<file path="config.mk">
export PLATFORM = sky130hd
export DESIGN_NAME = rr_sjf_thread_scheduler_top
export DESIGN_NICKNAME = d
export VERILOG_FILES = /design/src/rtl/rrsjf_pkg.sv /design/src/rtl/rrsjf_front.sv /design/src/rtl/rrsjf_back.sv /design/src/rtl/rr_sjf_thread_scheduler_top.sv
export SDC_FILE = /design/constraint.sdc
export NUM_CORES = 2
export LEC_CHECK = 0
export BUFFER_PORTS_ARGS = -buffer_cell sky130_fd_sc_hd__buf_2
export CAP_MARGIN = 20
export CORE_MARGIN = 2
export CORE_UTILIZATION = 40
export DETAILED_ROUTE_END_ITERATION = 7
export PLACE_DENSITY = 0.51
export SYNTH_ARGS = -nofsm -noshare
export SYNTH_HDL_FRONTEND = slang
export SYNTH_SLANG_ARGS = --single-unit
export TNS_END_PERCENT = 1
</file>
<file path="constraint.sdc">
create_clock -name clk_i -period 8.3 [get_ports clk_i]
set_input_delay 2.49 -clock clk_i [delete_from_list [all_inputs] [get_ports clk_i]]
set_output_delay 2.49 -clock clk_i [all_outputs]
set_load 0.005 [all_outputs]
</file>
<file path="src/rtl/rrsjf_pkg.sv">
`timescale 1ns / 1ps
// ----------------------------------------------------------------------------
// rrsjf_pkg: shared types and codes of the round-robin / SJF scheduler.
// Holds operation codes, result status codes and the front-to-back command.
// ----------------------------------------------------------------------------
package rrsjf_pkg;

  localparam logic [1:0] OP_CREATE = 2'd0;
  localparam logic [1:0] OP_TICK   = 2'd1;
  localparam logic [1:0] OP_EXIT   = 2'd2;

  localparam logic [2:0] ST_CREATED  = 3'd0;
  localparam logic [2:0] ST_FULL     = 3'd1;
  localparam logic [2:0] ST_NOSWITCH = 3'd2;
  localparam logic [2:0] ST_PREEMPT  = 3'd3;
  localparam logic [2:0] ST_FINISH   = 3'd4;
  localparam logic [2:0] ST_EJECT    = 3'd5;
  localparam logic [2:0] ST_DONE     = 3'd6;
  localparam logic [2:0] ST_HALTED   = 3'd7;

  localparam int unsigned JOB_W = 20;

  // Quantum in effect after reset, also held by slot zero.
  localparam logic [15:0] QUANTUM_RST = 16'd20;

  // One classified command as it passes from front to back.
  typedef struct packed {
    logic [1:0]       op;
    logic             is_high;
    logic [JOB_W-1:0] job;
  } cmd_t;

endpackage

</file>
<file path="src/rtl/rrsjf_front.sv">
`timescale 1ns / 1ps
// ----------------------------------------------------------------------------
// rrsjf_front: command intake.
// Registers each started command and queues it for the execution engine in a
// two-entry FIFO, so the intake and the engine stall independently.
// ----------------------------------------------------------------------------
module rrsjf_front (
  input  logic              clk_i,
  input  logic              rst_ni,
  input  logic              push_i,
  input  rrsjf_pkg::cmd_t   cmd_i,
  output logic              full_o,
  output logic              valid_o,
  output rrsjf_pkg::cmd_t   cmd_o,
  input  logic              pop_i
);
  import rrsjf_pkg::*;

  cmd_t       mem_q [2];
  logic       wr_q, rd_q;
  logic [1:0] cnt_q;

  assign full_o  = (cnt_q == 2'd2);
  assign valid_o = (cnt_q != 2'd0);
  assign cmd_o   = mem_q[rd_q];

  // Queue storage.
  always_ff @(posedge clk_i) begin
    if (push_i && !full_o) mem_q[wr_q] <= cmd_i;
  end

  // Queue pointers and fill count.
  always_ff @(posedge clk_i or negedge rst_ni) begin
    if (!rst_ni) begin
      wr_q  <= 1'b0;
      rd_q  <= 1'b0;
      cnt_q <= 2'd0;
    end else begin
      if (push_i && !full_o) wr_q <= ~wr_q;
      if (pop_i && valid_o) rd_q <= ~rd_q;
      cnt_q <= cnt_q + 2'(push_i && !full_o) - 2'(pop_i && valid_o);
    end
  end

  a_no_overflow: assert property (@(posedge clk_i) disable iff (!rst_ni)
    cnt_q != 2'd3) else $error("queue count out of range");
  a_pop_valid: assert property (@(posedge clk_i) disable iff (!rst_ni)
    (cnt_q == 2'd0 && !push_i) |=> (cnt_q == 2'd0)) else $error("queue filled itself");
  a_full_hold: assert property (@(posedge clk_i) disable iff (!rst_ni)
    (full_o && !pop_i) |=> full_o) else $error("full queue lost an entry");

endmodule

</file>
<file path="src/rtl/rrsjf_back.sv">
`timescale 1ns / 1ps
// ----------------------------------------------------------------------------
// rrsjf_back: scheduling engine.
// Holds the slot table and both ready queues and carries out one command over
// several sequencer steps, then pulses one result.
// ----------------------------------------------------------------------------
module rrsjf_back #(
  parameter int unsigned SLOTS    = 16,
  parameter int unsigned LEN_BITS = 20
) (
  input  logic              clk_i,
  input  logic              rst_ni,
  input  logic              valid_i,
  input  rrsjf_pkg::cmd_t   cmd_i,
  output logic              pop_o,
  input  logic [15:0]       quantum_i,
  output logic              idle_o,
  output logic              res_valid_o,
  output logic [2:0]        status_o,
  output logic [3:0]        new_slot_o,
  output logic [3:0]        running_slot_o,
  output logic [3:0]        previous_slot_o
);
  import rrsjf_pkg::*;

  localparam int unsigned SW = (SLOTS > 1) ? $clog2(SLOTS) : 1;
  localparam int unsigned CW = $clog2(SLOTS + 1);
  localparam int unsigned RW = LEN_BITS + 1;
  // Job bits actually taken from the command.
  localparam int unsigned JW = (LEN_BITS < JOB_W) ? LEN_BITS : JOB_W;

  typedef enum logic [5:0] {
    S_IDLE   = 6'b000001,
    S_EXEC   = 6'b000010,
    S_INS    = 6'b000100,
    S_INS2   = 6'b001000,
    S_DISP   = 6'b010000,
    S_OUT    = 6'b100000
  } state_e;

  state_e state_q;

  logic [SLOTS-1:0]  busy_q, high_q;
  logic [RW-1:0]     rem_q  [SLOTS];
  logic [15:0]       qnt_q  [SLOTS];
  logic [SW-1:0]     rr_q   [SLOTS];
  logic [SW-1:0]     sjf_q  [SLOTS];
  logic [SW-1:0]     head_q, tail_q;
  logic [CW-1:0]     rr_cnt_q, sjf_cnt_q;
  logic [SW-1:0]     cur_q, prev_q, new_q;
  logic              halted_q;
  cmd_t              cmd_q;
  logic [2:0]        st_q, sw_st_q;
  // Pending inserts: first the new thread, then optionally the old one.
  logic [SW-1:0]     ins_a_q, ins_b_q;
  logic              ins_b_v_q, disp_q;

  logic [SW-1:0] free_idx;
  logic          free_found;
  logic [SW-1:0] ins_s;
  logic [SLOTS-1:0] gt_vec;
  logic [CW-1:0] ins_pos;

  // Lowest free slot.
  always_comb begin
    free_idx   = '0;
    free_found = 1'b0;
    for (int i = SLOTS - 1; i >= 0; i--) begin
      if (!busy_q[i]) begin
        free_idx   = SW'(i);
        free_found = 1'b1;
      end
    end
  end

  // Insert position: first entry with a key strictly above the new key.
  assign ins_s = (state_q == S_INS2) ? ins_b_q : ins_a_q;
  always_comb begin
    for (int k = 0; k < SLOTS; k++) begin
      gt_vec[k] = (CW'(k) < sjf_cnt_q) && (rem_q[sjf_q[k]] > rem_q[ins_s]);
    end
    ins_pos = CW'(sjf_cnt_q);
    for (int k = SLOTS - 1; k >= 0; k--) begin
      if (gt_vec[k]) ins_pos = CW'(k);
    end
  end

  logic [SW-1:0] tail_nx, head_nx;
  assign tail_nx = (32'(tail_q) == SLOTS - 1) ? '0 : tail_q + SW'(1);
  assign head_nx = (32'(head_q) == SLOTS - 1) ? '0 : head_q + SW'(1);

  assign pop_o  = (state_q == S_IDLE) && valid_i;
  assign idle_o = (state_q == S_IDLE) && !valid_i;

  assign res_valid_o     = (state_q == S_OUT);
  assign status_o        = st_q;
  assign new_slot_o      = 4'(new_q);
  assign running_slot_o  = 4'(cur_q);
  assign previous_slot_o = 4'(prev_q);

  logic [15:0] qdec;
  assign qdec = qnt_q[cur_q] - 16'd1;

  // Table memories and queue contents (no reset needed beyond control).
  always_ff @(posedge clk_i) begin
    if (state_q == S_EXEC && !halted_q) begin
      if (cmd_q.op == OP_CREATE && free_found) begin
        rem_q[free_idx] <= RW'(cmd_q.job[JW-1:0]);
        if (!cmd_q.is_high) rr_q[tail_q] <= free_idx;
        else if (!high_q[cur_q]) rr_q[tail_q] <= cur_q;
      end else if (cmd_q.op == OP_TICK) begin
        if (high_q[cur_q]) begin
          if (rem_q[cur_q] != '0) rem_q[cur_q] <= rem_q[cur_q] - RW'(1);
        end else if (qdec == 16'd0) begin
          rr_q[tail_q] <= cur_q;
        end
      end
    end
    if (state_q == S_INS || state_q == S_INS2) begin
      for (int k = 1; k < SLOTS; k++) begin
        if (CW'(k) > ins_pos && CW'(k) <= sjf_cnt_q) sjf_q[k] <= sjf_q[k-1];
      end
      sjf_q[ins_pos[SW-1:0]] <= ins_s;
    end
    if (state_q == S_DISP && sjf_cnt_q != '0) begin
      for (int k = 1; k < SLOTS; k++) sjf_q[k-1] <= sjf_q[k];
    end
  end

  // Quantum left per slot; slot zero starts out running with the reset quantum.
  always_ff @(posedge clk_i or negedge rst_ni) begin
    if (!rst_ni) begin
      for (int k = 0; k < SLOTS; k++) qnt_q[k] <= (k == 0) ? QUANTUM_RST : 16'd0;
    end else if (state_q == S_EXEC && !halted_q) begin
      if (cmd_q.op == OP_CREATE && free_found) begin
        qnt_q[free_idx] <= quantum_i;
      end else if (cmd_q.op == OP_TICK && !high_q[cur_q]) begin
        qnt_q[cur_q] <= (qdec == 16'd0) ? quantum_i : qdec;
      end
    end
  end

  // Sequencer and control state.
  always_ff @(posedge clk_i or negedge rst_ni) begin
    if (!rst_ni) begin
      state_q   <= S_IDLE;
      busy_q    <= SLOTS'(1);
      high_q    <= '0;
      head_q    <= '0;
      tail_q    <= '0;
      rr_cnt_q  <= '0;
      sjf_cnt_q <= '0;
      cur_q     <= '0;
      prev_q    <= '0;
      new_q     <= '0;
      halted_q  <= 1'b0;
      st_q      <= ST_NOSWITCH;
      sw_st_q   <= ST_NOSWITCH;
      ins_a_q   <= '0;
      ins_b_q   <= '0;
      ins_b_v_q <= 1'b0;
      disp_q    <= 1'b0;
      cmd_q     <= '0;
    end else begin
      case (state_q)
        S_IDLE: begin
          if (valid_i) begin
            cmd_q   <= cmd_i;
            state_q <= S_EXEC;
          end
        end
        S_EXEC: begin
          prev_q    <= cur_q;
          new_q     <= '0;
          st_q      <= ST_NOSWITCH;
          disp_q    <= 1'b0;
          ins_b_v_q <= 1'b0;
          state_q   <= S_OUT;
          if (halted_q) begin
            st_q <= ST_HALTED;
          end else begin
            case (cmd_q.op)
              OP_CREATE: begin
                if (!free_found) begin
                  st_q <= ST_FULL;
                end else begin
                  busy_q[free_idx] <= 1'b1;
                  high_q[free_idx] <= cmd_q.is_high;
                  new_q            <= free_idx;
                  st_q             <= ST_CREATED;
                  sw_st_q          <= ST_PREEMPT;
                  if (!cmd_q.is_high) begin
                    tail_q   <= tail_nx;
                    rr_cnt_q <= rr_cnt_q + CW'(1);
                  end else begin
                    ins_a_q <= free_idx;
                    ins_b_q <= cur_q;
                    state_q <= S_INS;
                    if (!high_q[cur_q]) begin
                      tail_q   <= tail_nx;
                      rr_cnt_q <= rr_cnt_q + CW'(1);
                      disp_q   <= 1'b1;
                    end else if (rem_q[cur_q] > RW'(cmd_q.job[JW-1:0])) begin
                      ins_b_v_q <= 1'b1;
                      disp_q    <= 1'b1;
                    end
                  end
                end
              end
              OP_TICK: begin
                if (high_q[cur_q]) begin
                  if (rem_q[cur_q] == '0) begin
                    busy_q[cur_q] <= 1'b0;
                    sw_st_q       <= ST_EJECT;
                    state_q       <= S_DISP;
                  end
                end else if (qdec == 16'd0) begin
                  tail_q   <= tail_nx;
                  rr_cnt_q <= rr_cnt_q + CW'(1);
                  sw_st_q  <= ST_PREEMPT;
                  state_q  <= S_DISP;
                end
              end
              OP_EXIT: begin
                busy_q[cur_q] <= 1'b0;
                sw_st_q       <= ST_FINISH;
                state_q       <= S_DISP;
              end
              default: st_q <= ST_NOSWITCH;
            endcase
          end
        end
        S_INS: begin
          sjf_cnt_q <= sjf_cnt_q + CW'(1);
          if (ins_b_v_q) state_q <= S_INS2;
          else if (disp_q) state_q <= S_DISP;
          else state_q <= S_OUT;
        end
        S_INS2: begin
          sjf_cnt_q <= sjf_cnt_q + CW'(1);
          state_q   <= S_DISP;
        end
        S_DISP: begin
          state_q <= S_OUT;
          if (sjf_cnt_q != '0) begin
            sjf_cnt_q <= sjf_cnt_q - CW'(1);
            st_q      <= (sjf_q[0] == cur_q) ? ST_NOSWITCH : sw_st_q;
            cur_q     <= sjf_q[0];
          end else if (rr_cnt_q != '0) begin
            head_q   <= head_nx;
            rr_cnt_q <= rr_cnt_q - CW'(1);
            st_q     <= (rr_q[head_q] == cur_q) ? ST_NOSWITCH : sw_st_q;
            cur_q    <= rr_q[head_q];
          end else begin
            halted_q <= 1'b1;
            st_q     <= ST_DONE;
          end
        end
        S_OUT: state_q <= S_IDLE;
        default: state_q <= S_IDLE;
      endcase
    end
  end

  a_onehot: assert property (@(posedge clk_i) disable iff (!rst_ni)
    $onehot(state_q)) else $error("sequencer state not one-hot");
  a_rr_bound: assert property (@(posedge clk_i) disable iff (!rst_ni)
    32'(rr_cnt_q) <= SLOTS) else $error("round-robin count overflow");
  a_sjf_bound: assert property (@(posedge clk_i) disable iff (!rst_ni)
    32'(sjf_cnt_q) <= SLOTS) else $error("sorted queue count overflow");
  a_halt_sticky: assert property (@(posedge clk_i) disable iff (!rst_ni)
    halted_q |=> halted_q) else $error("halt flag cleared");
  a_res_pulse: assert property (@(posedge clk_i) disable iff (!rst_ni)
    res_valid_o |=> !res_valid_o) else $error("result held two cycles");

endmodule

</file>
<file path="src/rtl/rr_sjf_thread_scheduler_top.sv">
`timescale 1ns / 1ps
// ----------------------------------------------------------------------------
// rr_sjf_thread_scheduler_top: round-robin / shortest-job-first scheduler.
// Each accepted command waits in the intake FIFO, then runs in the engine's
// sequencer: EXEC, one or two sorted inserts (INS, INS2) for a high create,
// DISP for a dispatch, then OUT with the result. The engine takes a new
// command only after the last result; meanwhile the FIFO holds up to two.
// The result strobe lasts one cycle; the receiver cannot stall.
// Reset (rst_ni low) clears the slot table to slot zero running, empty queues.
// ----------------------------------------------------------------------------
module rr_sjf_thread_scheduler_top #(
  parameter int unsigned SLOTS    = 16,
  parameter int unsigned LEN_BITS = 20
) (
  input  logic        clk_i,
  input  logic        rst_ni,
  input  logic        start,
  output logic        busy,
  input  logic [1:0]  op_i,
  input  logic        is_high_i,
  input  logic [19:0] job_ticks_i,
  output logic        done_o,
  output logic [2:0]  status_o,
  output logic [3:0]  new_slot_o,
  output logic [3:0]  running_slot_o,
  output logic [3:0]  previous_slot_o,
  input  logic        psel,
  input  logic        penable,
  input  logic        pwrite,
  input  logic [1:0]  paddr,
  input  logic [31:0] pwdata,
  output logic [31:0] prdata,
  output logic        pready
);
  import rrsjf_pkg::*;

  logic [15:0] quantum_q;
  cmd_t        in_cmd, q_cmd;
  logic        q_full, q_valid, q_pop, eng_idle;

  // Configuration register.
  assign pready = 1'b1;
  assign prdata = (paddr == 2'd0) ? {16'd0, quantum_q} : 32'd0;
  always_ff @(posedge clk_i or negedge rst_ni) begin
    if (!rst_ni) quantum_q <= QUANTUM_RST;
    else if (psel && penable && pwrite && paddr == 2'd0) quantum_q <= pwdata[15:0];
  end

  assign busy = q_full;
  assign in_cmd = '{op: op_i, is_high: is_high_i, job: job_ticks_i};

  rrsjf_front u_front (
    .clk_i, .rst_ni, .push_i(start), .cmd_i(in_cmd), .full_o(q_full),
    .valid_o(q_valid), .cmd_o(q_cmd), .pop_i(q_pop)
  );

  rrsjf_back #(.SLOTS(SLOTS), .LEN_BITS(LEN_BITS)) u_back (
    .clk_i, .rst_ni, .valid_i(q_valid), .cmd_i(q_cmd), .pop_o(q_pop),
    .quantum_i(quantum_q), .idle_o(eng_idle), .res_valid_o(done_o),
    .status_o, .new_slot_o, .running_slot_o, .previous_slot_o
  );

  a_idle_empty: assert property (@(posedge clk_i) disable iff (!rst_ni)
    eng_idle |-> !q_valid) else $error("engine idle with queued command");
  a_no_push_full: assert property (@(posedge clk_i) disable iff (!rst_ni)
    q_full |-> busy) else $error("busy low while queue full");
  a_done_onehot: assert property (@(posedge clk_i) disable iff (!rst_ni)
    done_o |-> !q_pop) else $error("pop during result");

endmodule

</file>
# Word level (Yosys, flattened, before mapping)
# Memories as Yosys holds them, arrays and structs flattened. A register that Yosys moved wholly into a read port is not among the register bits.
# Cells that the tools add are included.
# op_classes
n_addsub	10
order_cmp	71
n_eq_ne	31
bitwise_logic	26
n_reduce_logical	79
muxes	230
# ops
op	n
256-bit bitwise mux	2
256-bit 2-to-1 mux	2
21-bit greater-than comparator	16
4-bit 2-to-1 mux	48
16-bit 2-to-1 mux	9
16-bit demux with 4-bit select	2
5-bit 2-to-1 mux	25
1-bit 2-to-1 mux	108
16-bit binary-select mux with 4-bit select	1
6-bit 2-to-1 mux	9
16-bit one-hot mux with 3 select lines	1
1-bit logical AND	45
4-bit by 5-bit greater-than comparator with 1-bit output, first input constant	8
4-bit by 5-bit <= comparator with 1-bit output, first input constant	8
4-bit by 5-bit < comparator with 1-bit output, first input constant	8
3-bit 2-to-1 mux	10
5-bit one-hot mux with 2 select lines	3
6-bit one-hot mux with 5 select lines	1
21-bit by 20-bit greater-than comparator with 1-bit output	1
21-bit zero test	1
21-bit 2-to-1 mux	1
21-bit nonzero test	1
21-bit OR reduction	1
21-bit by 1-bit subtractor with 21-bit output, second input constant	1
other kinds (63)	135
# totals
ramBits	510
elab_cells	488
inputBits	63
memories	4
register_bits	361
# memory_table
name	depth	width	rd	rd_clocked_by_memory_dff	write_ports	line	source
u_back.rem_q	16	21	18	0	1	rrsjf_back.sv:44	logic [RW-1:0] rem_q [SLOTS];
u_back.rr_q	16	4	1	0	1	rrsjf_back.sv:46	logic [SW-1:0] rr_q [SLOTS];
u_back.sjf_q	16	4	16	0	16	rrsjf_back.sv:47	logic [SW-1:0] sjf_q [SLOTS];
u_front.mem_q	2	23	1	1	1	rrsjf_front.sv:19	cmd_t mem_q [2];

# Logic depth before layout (Yosys ltp)
# An unclocked memory read counts as a cell.
# depth
depth_word	27
ltp_mapped	25
mapped_depth_nobuf	19

# Hierarchy
# From an unflattened synthesis, not the netlist that was laid out.
# hier_totals
hier_cells	7205
area_unflattened_um2	93817.5
# by_module_without_submodules
mod	seq_area_each_um2	instances	area_each_um2	cells_per_inst
rrsjf_back	23049.6	1	90953.5	7043
rrsjf_front	1481.4	1	1950.6	90
rr_sjf_thread_scheduler_top	402.9	1	913.4	72

# Worst setup path after synthesis
# Ideal clock, no wire load.
# synth_timing
kind	register -> register
startpoint	register u_back.state_q[1]
endpoint	memory u_back.sjf_q[13][0] (netlist bit), enable pin
t_required_ns	7.993
stages_incl_launch_ff	23
t_arrival_ns	7.298
setup_time_ns	0.307
path_slack_ns	0.694
path_cell_list	dfrtp_1 nor4_1 nand3b_1 clkbuf_1 mux2_2 clkbuf_1 buf_1 mux4_2 nand2_1 nand2_1 o21ai_0 ha_1 a211oi_1 nor2_1 o31a_1 a2111oi_0 a21oi_1 nor4_1 o311ai_1 nor3_1 and2_0 clkbuf_1 or3_1
# synth_lines
item	line	source
start: declaration	rrsjf_back.sv:41	state_e state_q;
start signal: assignment	rrsjf_back.sv:146	state_q <= S_IDLE;
start signal: assignment	rrsjf_back.sv:169	state_q <= S_EXEC;
start signal: assignment	rrsjf_back.sv:178	state_q <= S_OUT;
end: declaration	rrsjf_back.sv:47	

==> out/metrics.yaml <==
timing:
  fmax_mhz: 126.8
  fin_tns_setup_ns: 0
  worstMarginPinSlew_ns: 1.293
  finalHoldViolCount: 0
  period_share_pct: 95.00
  max-slew-margin-rel_pct: 13.59
  fin_crit_ns: 7.885
  setup_viol: 0
  final_max_slew_viol_count: 0
  grt_setup_unrepaired: "no"
  skew_ns: 0.05462
placement:
  numPortBuffers: 79
  gp_congestion: 0.9842
  dpl.hpwl_mm: 263.4
  dp.cells: 9342
floorplan:
  fp-row-count: 177
  io_pins: 113
  start_util_pct: 40.14
  die_area_mm2: 0.2368
  die_x_um: 486.6
  chipHeight_um: 486.6
  core_area_mm2: 0.2321
logic_synthesis:
  synth_seq_area_share_pct: 26.76
  netlist_area_mm2: 0.09317
  synth_common_cells: "mux4_2 (1951), clkbuf_1 (845), nand2_1 (678), edfxtp_1 (510), ha_1 (378)"
  ys_types: 93
  yosys-top-cells-area: "mux4_2 (47%), edfxtp_1 (16%), dfrtp_1 (10%)"
  synth.avg_cell_area_um2: 13.51
  synth_edf_count: 510
  post-synth-top-count-cell: "mux4_2"
  synth_top_area_share_pct: 47.16
  async_reset_ff_share_pct: 42.95
  ys_ff_latch: 894
  yosys_warnings: 0
  synth_top_area_cell: "mux4_2"
  syn_inst: 6894
  synth-main-ff-cell: "edfxtp_1"
cells_and_area:
  synthToLayoutAreaGrowth_pct: 8.008
  multiInputGateArea_mm2: 0.06426
  fin_cells: 9559
  seqCellArea_mm2: 0.02495
  layout.nets: 6853
  fill_cells: 20860
  final_util_pct: 43.36
  drive_gt1_share_pct: 41.24
global_routing:
  grt_max_degree: 136
  overflow: 0
  grt_first_pass_wirelength_mm: 583.8
  antenna_found_initial: 14
  grt.total_usage_pct: 34.94
  grt_pass1_vias: 72030
run_status:
  status: "completed"
flow_run:
  maxCapViolations: 0
clock_network:
  postCtsSetupBuffers: 0
  clock-root-buffer: "clkbuf_16"
  cts_inserted_buffers: 105
  clkLatencyLatePin_ns: 0.83
  clock_path_buffers: 3
  cts_tree: "built"
  holdBufCountCts: 0
  clk_pin_slew_ns: 0.06
  ctsResizeCount: 0
  clock_sinks: 894
  htree_levels: 3
power:
  finalPower_mw: 22.66
  p_leak_nw: 34.70
  pwr_density_cell_mw_per_mm2: 225.2
  ir_drop_mv: 0.2702
routing:
  ant_nets: 0
  via_per_inst: 7.890
  drt-initial-drc-count: 11960
  num_vias: 75420
  drt_first_pass_iters: 6
  route.detailed.wl_per_inst_um: 43.94
  drc: 0
  wl_mm: 420.1
worst_setup_path:
  start_kind: "register"
  crit_fanout: 59
  end_kind: "register"
  required_ns: 8.81
  cp_data_arrival_time_ns: 8.40
  worstSetupPathType: "reg -> reg"
worst_hold_path:
  hp-class: "reg -> reg"
==> metrics by stage <==
step / hold WS (ns) / worst slack [ns] / area (µm²)
final: 0.4689 / 0.4148 / 100600
after global routing: 0.4944 / 0.005538 / 100600
after CTS: 0.4715 / 0.5398 / 100500
after detailed placement: 0.4612 / 0.5827 / 96850
after global placement: 0.4587 / 0.6366 / 96800
after floorplan: 0.4366 / 0.6943 / 93230
==> final timing paths <==
| kind | from | to | slack [ns] | cells past startpoint |
|---|---|---|---|---|
| worst max-delay path | u_back.state_q[1] | u_back.sjf_q[6][0] | 0.41 | 21 |
| worst max register to register | u_back.state_q[1] | u_back.sjf_q[6][0] | 0.41 | 21 |
| min in group asynchronous | rst_ni | u_back.qnt_q[45] | 1.72 | 1 |
| worst min-delay path | u_back.rr_cnt_q[4] | u_back.rr_cnt_q[4] | 0.47 | 1 |
| worst min register to register | u_back.rr_cnt_q[4] | u_back.rr_cnt_q[4] | 0.47 | 1 |
| max in group asynchronous | rst_ni | u_back.running_slot_o[0] | 5.05 | 2 |
==> layer usage <==
metal / GRT usage [%] / part of all wire (%) / up-vias
met3: 13.92 / 15 / 1467
met5: 0.2245 / 0.010 / -
li1: - / - / 28040
met2: 51.12 / 44 / 6936
met1: 42.62 / 33 / 38970
met4: 23.22 / 8.3 / 6
==> critical path: stages (launching register included) <==
cell and delay (ns):
dfrtp_1 0.40, nor4_1 0.39, nand3b_1 0.24, mux2_8 0.87
buf_4 0.44, mux4_2 0.54, nand2_1 0.09, nand2_1 0.06
o21ai_1 0.13, buf_4 0.32, ha_1 0.32, and3_1 0.18
o21ai_0 0.08, a311oi_1 0.19, o41ai_1 0.59, a211oi_1 0.26
or3_1 0.47, o311ai_1 0.77, and4_1 0.43, nand3_1 0.32
and2_1 0.28, nand2_1 0.16
==> registers in the layout, indices dropped and copies added (netlist names), 5 cells and up <==
name,flops
u_back.state_q,6
u_front.mem_q,46
u_back.high_q,16
u_back.rr_cnt_q,5
u_back.busy_q,16
u_back.sjf_cnt_q,5
u_back.sjf_q,64
u_back.rr_q,64
quantum_q,16
u_back.cmd_q,23
u_back.qnt_q,256
u_back.rem_q,336
==> cells by family (layout without fill, tap and decap cells) <==
| kind of cell | after synthesis | in the layout | share of synthesized area, % |
|---|---|---|---|
| buffers and inverters | 1108 | 698 | 4.653 |
| muxes | 2139 | 2139 | 49.26 |
| adders and majority gates | 379 | 379 | 5.098 |
| other | 2 | 34 | 0.008060 |
| DFF | 894 | 894 | 26.76 |
| xor gates and xnor gates | 50 | 50 | 0.4700 |
| and+or+nand+nor | 1304 | 1304 | 6.365 |
| AOI/OAI and AO/OA | 1018 | 1018 | 7.386 |
==> report_power, final <==
part | switching (mW) | internal, mW | leakage [nW]
registers | 0.414 | 5.41 | 9.75
clock network | 2.13 | 2.91 | 1.78
logic | 7.92 | 3.88 | 23.2
total | 10.5 | 12.2 | 34.7
==> cell type report <==
class / instances / area share [%]
diodes: 17 / 0.04227
clock buffers: 128 / 2.737
clock inverters: 67 / 0.9362
inverters: 85 / 0.3171
multi-input cells: 4907 / 63.85
flip-flops and latches: 894 / 24.79
well taps: 3043 / 3.783
repair buffers: 418 / 3.540
==> layout by cell type, fill, tap and decap left out, drive strengths merged, types with 23 or more instances in the layout <==
cell and count:
mux4 1951, nand2 678, edfxtp 510, buf 417
ha 378, dfrtp 376, a21oi 263, o21ai 203
nor2 185, o221ai 184, mux2i 130, clkbuf 129
nand3 99, inv 93, nand4 82, mux2 58
o22ai 44, nor3 43, and2 41, a21o 40
clkinv 37, a22oi 36, nor4 35, xnor2 30
o22a 30, nor2b 26, a211oi 25, and3 23
(Power assumes the default switching activity.)
